File: config.mk
export PLATFORM = sky130hd
export DESIGN_NAME = wzn_queue
export DESIGN_NICKNAME = d
export VERILOG_FILES = /design/src/rtl/wzn_pkg.sv /design/src/rtl/wzn_queue.sv
export SDC_FILE = /design/constraint.sdc
export NUM_CORES = 1
export LEC_CHECK = 0
export BUFFER_PORTS_ARGS = -buffer_cell sky130_fd_sc_hd__clkbuf_2
export CORE_ASPECT_RATIO = 0.75
export CORE_MARGIN = 5
export CORE_UTILIZATION = 31
export DETAILED_ROUTE_END_ITERATION = 12
export PLACE_DENSITY = 0.57
export SLEW_MARGIN = 20
export SYNTH_ARGS = -nofsm -noshare
export SYNTH_HDL_FRONTEND = slang
export SYNTH_SLANG_ARGS = --single-unit
File: constraint.sdc
create_clock -name clk -period 12.6 [get_ports clk]
set_input_delay 0.63 -clock clk [delete_from_list [all_inputs] [get_ports clk]]
set_output_delay 0.63 -clock clk [all_outputs]
set_load 0.01 [all_outputs]
File: src/rtl/wzn_pkg.sv
`timescale 1ns / 1ps
`default_nettype none
// ---------------------------------------------------------------------------
// wzn_pkg
// Shared types and constants for the windowed z-score normaliser.
// ---------------------------------------------------------------------------
package wzn_pkg;

  localparam int DefWindowDepth = 1024;
  localparam int SampleW        = 24;
  localparam int SumW           = 34;
  localparam int SqW            = 58;
  localparam int DivW           = 64;
  localparam logic [23:0] ScaleReset = 24'd65536;
  localparam logic [5:0]  EpsilonQ32 = 6'd43;
  localparam int QueueDepth     = 2;

  typedef struct packed {
    logic signed [23:0] potential_sample;
    logic signed [23:0] companion_value;
  } in_item_t;

  typedef struct packed {
    logic signed [23:0] normalized_sample;
    logic signed [23:0] companion_out;
  } out_item_t;

  // Work handed from the front end to the arithmetic back end
  typedef struct packed {
    logic signed [23:0] sample;
    logic signed [23:0] companion;
    logic signed [33:0] sum;
    logic [57:0]        sum_sq;
    logic [10:0]        count;
  } job_t;

endpackage : wzn_pkg
`default_nettype wire

File: src/rtl/wzn_queue.sv
`timescale 1ns / 1ps
`default_nettype none
// ---------------------------------------------------------------------------
// wzn_queue
// Short job queue decoupling the front end from the back end.
// ---------------------------------------------------------------------------
module wzn_queue
  import wzn_pkg::*;
(
  input  wire logic clk,
  input  wire logic rst,
  input  wire job_t wr_data,
  input  wire logic wr_valid,
  output logic      wr_ready,
  output job_t      rd_data,
  output logic      rd_valid,
  input  wire logic rd_ready
);

  job_t       slots [QueueDepth];
  logic       wr_ptr;
  logic       rd_ptr;
  logic [1:0] fill;
  logic       do_wr;
  logic       do_rd;

  assign wr_ready = (fill != 2'(QueueDepth));
  assign rd_valid = (fill != 2'd0);
  assign rd_data  = slots[rd_ptr];
  assign do_wr    = wr_valid && wr_ready;
  assign do_rd    = rd_valid && rd_ready;

  // Store jobs
  always_ff @(posedge clk) begin
    if (do_wr) slots[wr_ptr] <= wr_data;
  end

  // Advance pointers and count
  always_ff @(posedge clk) begin
    if (rst) begin
      wr_ptr <= 1'b0;
      rd_ptr <= 1'b0;
      fill   <= '0;
    end else begin
      if (do_wr) wr_ptr <= ~wr_ptr;
      if (do_rd) rd_ptr <= ~rd_ptr;
      fill <= fill + 2'(do_wr) - 2'(do_rd);
    end
  end

endmodule : wzn_queue
`default_nettype wire

==> metrics.txt <==
status=complete, no violations; share of cells above drive strength 1=0.604; Die W=232 µm; synth warn=0; GR met1 Demand/Resource=0.135; period utilization=0.277; via count=approximately 5,600; Slew Limit Headroom=0.333; # clock sinks=between 300 and 400; VDD IR max=97.9 µV; Initial Util=0.312; CP endpoint kind=output port; Post-DP HPWL=around 15 mm; Mapped Cells=slightly below 500; Syn Nets=about 650; ANT nets after route=0; Crit path largest cell delay=~0.83 ns; Area Overhead vs Synth=26.6%; sequential area share after synthesis=0.798; max_cap viols=0; # IOs=slightly above 300; Std-Cell Rows=slightly above 60; CTS tree=yes; Slew Viols, Final=0; Skew-Pair Late Insertion Delay=approximately 0.57 ns; initial antenna violation count=1; CP required=between 10 and 15 ns; syn_area_per_cell=approximately 23 µm²; Period minus WS final=between 3 and 4 ns; post-layout util=0.395; Critical Path Fanout Max=59; most common cell after layout, fill and taps aside=clkbuf_2; gr usage total=0.107; Synth Register Bits=between 300 and 400; full die area=between 40,000 and 50,000 µm²; Fmax=roughly 290 MHz; vias in the first global route=approximately 5,900; gr busiest metal=met2; Die Span Y=~180 µm; Filler Cell Count=about 3,400; PwrDens=between 150 and 200 nW/µm²; routed wire length=23.3 mm; CTS buffer count=31; skew final=between 0.008 and 0.009 ns; fin nets=between 900 and 1,000; Leak Pwr=~0.0056 µW; RSZ-0062 raised after global routing=no; Hold Path Class=in -> reg; Setup Viol. Count Final=0; GR Overflow Total=0; IO Port Bufs=307; final hold violations=0; largest net degree at the start of global routing=66; Remaining DRCs=0; Setup TNS Final=0 ns; Int Power=2130 µW; drt first pass iters=4; core area=about 37,000 µm²; CTS max path bufs=3; Logic pwr share=0.237; WL/cell=17.2 µm; first-pass GRT wire length=roughly 34 mm; clk root buf=clkbuf_16; H-tree depth=1; routed vias/inst=4.16; Net Sw Power=a little under 800 µW; Worst EP arrival=~2.9 ns; # hold bufs at CTS=0; diode count=0; slew of the pin with the lowest slew margin=around 1 ns; drt initial violations=roughly 290; Final GP Congestion=around 0.72; routing usage on met2=0.175; post-CTS sizing=0; synth unique cells=17; GR Util met3=0.0383; CP Cell Sequence=buf_4 > mux2_2 > clkbuf_2; most frequent cells in the layout=clkbuf_2, edfxtp_1, mux2_4; switching share of power=0.266; Critical Path Source Type=flip-flop; Worst path slowest cell=buf_4; Post-CTS Setup Bufs=0; Post-Syn Area=between 10,000 and 15,000 µm²; Flop pwr share=0.459; clock-pin slew of the registers on the worst-case setup and hold paths=about 0.060 ns; CP Class=reg -> out; clock power share=0.304
[metal layers]
layer	vias up	part of all wire
met2	165	0.48
met5	-	0
li1	2632	-
met3	45	0.076
met1	2780	0.41
met4	0	0.030
[power by group through the flow]
| stage | Combinational (µW) | Clock (µW) | Sequential, µW |
|---|---|---|---|
| 2_1_floorplan | 477 | 0 | 1360 |
| 3_3_place_gp | 712 | 0 | 1350 |
| 3_5_place_dp | 709 | 0 | 1360 |
| 4_1_cts | 713 | 919 | 1340 |
| 5_1_grt | 742 | 963 | 1350 |
| 6_report | 689 | 884 | 1330 |
[cell type report]
cell class / count / area, µm² / share of cell area
clock inverter: 21 / 183 / 0.0126
multi-input combinational: 169 / 2170 / 0.150
clock buffer: 37 / 798 / 0.0549
sequential: 307 / 9170 / 0.631
timing repair buffer: 313 / 1580 / 0.109
tap: 504 / 631 / 0.0434
inverter: 1 / 3.75 / 0.000258
[sequential cells by signal, summed over array words and instances, names as in the netlist, named ones only]
register  count
rd_ptr        1
fill          2
wr_ptr        1
slots       302
[per-stage QoR]
stage / instances / hold slack [ns] / cell area, µm² / power, µW / setup slack [ns]
floorplan: 494 / 0.481 / 11500 / 1830 / 4.95
global placement: 1294 / 0.494 / 13600 / 2060 / 9.63
detailed placement: 1294 / 0.512 / 13600 / 2070 / 9.64
CTS: 1352 / 0.208 / 14500 / 2970 / 9.02
global route: 1352 / 0.210 / 14500 / 3050 / 8.94
finish: 1352 / 0.251 / 14500 / 2910 / 9.12
[critical path, delay by kind of cell (launching register included)]
kind	cells	cell delay [ns]
buffers and inverters	2	0.96
muxes	1	0.44
DFF	1	0.79
[path summary, 6_finish.rpt]
path,startpoint,endpoint,slack (ns),cells past startpoint
worst max register to register,fill[0],slots[0][93],9.94,4
worst min-delay path,wr_data[142],slots[0][142],0.25,1
worst max-delay path,flip-flop,rd_data[6],9.12,3
worst min register to register,rd_ptr,rd_ptr,0.52,2
[cell families after synthesis]
| group | after synthesis | share of synthesized area |
|---|---|---|
| and+or+nand+nor | 11 | 0.00468 |
| buffers and inverters | 18 | 0.0137 |
| muxes | 152 | 0.178 |
| adders and majority gates | 2 | 0.00218 |
| AOI/OAI and AO/OA | 1 | 0.000654 |
| xor gates and xnor gates | 3 | 0.00229 |
| DFF | 307 | 0.798 |
[synth_stat cells, drive strengths merged]
cell type | number | area share
xor2 | 1 | 0.00076
edfxtp | 302 | 0.79
o21a | 1 | 0.00065
inv | 1 | 0.00033
dfxtp | 5 | 0.0087
ha | 2 | 0.0022
xnor2 | 2 | 0.0015
mux2 | 152 | 0.18
nor2b | 2 | 0.0011
and3 | 1 | 0.00054
nor2 | 5 | 0.0016
buf | 17 | 0.013
nand2 | 1 | 0.00033
nand2b | 1 | 0.00054
or2 | 1 | 0.00054
Power figures use the tool's default switching activity.
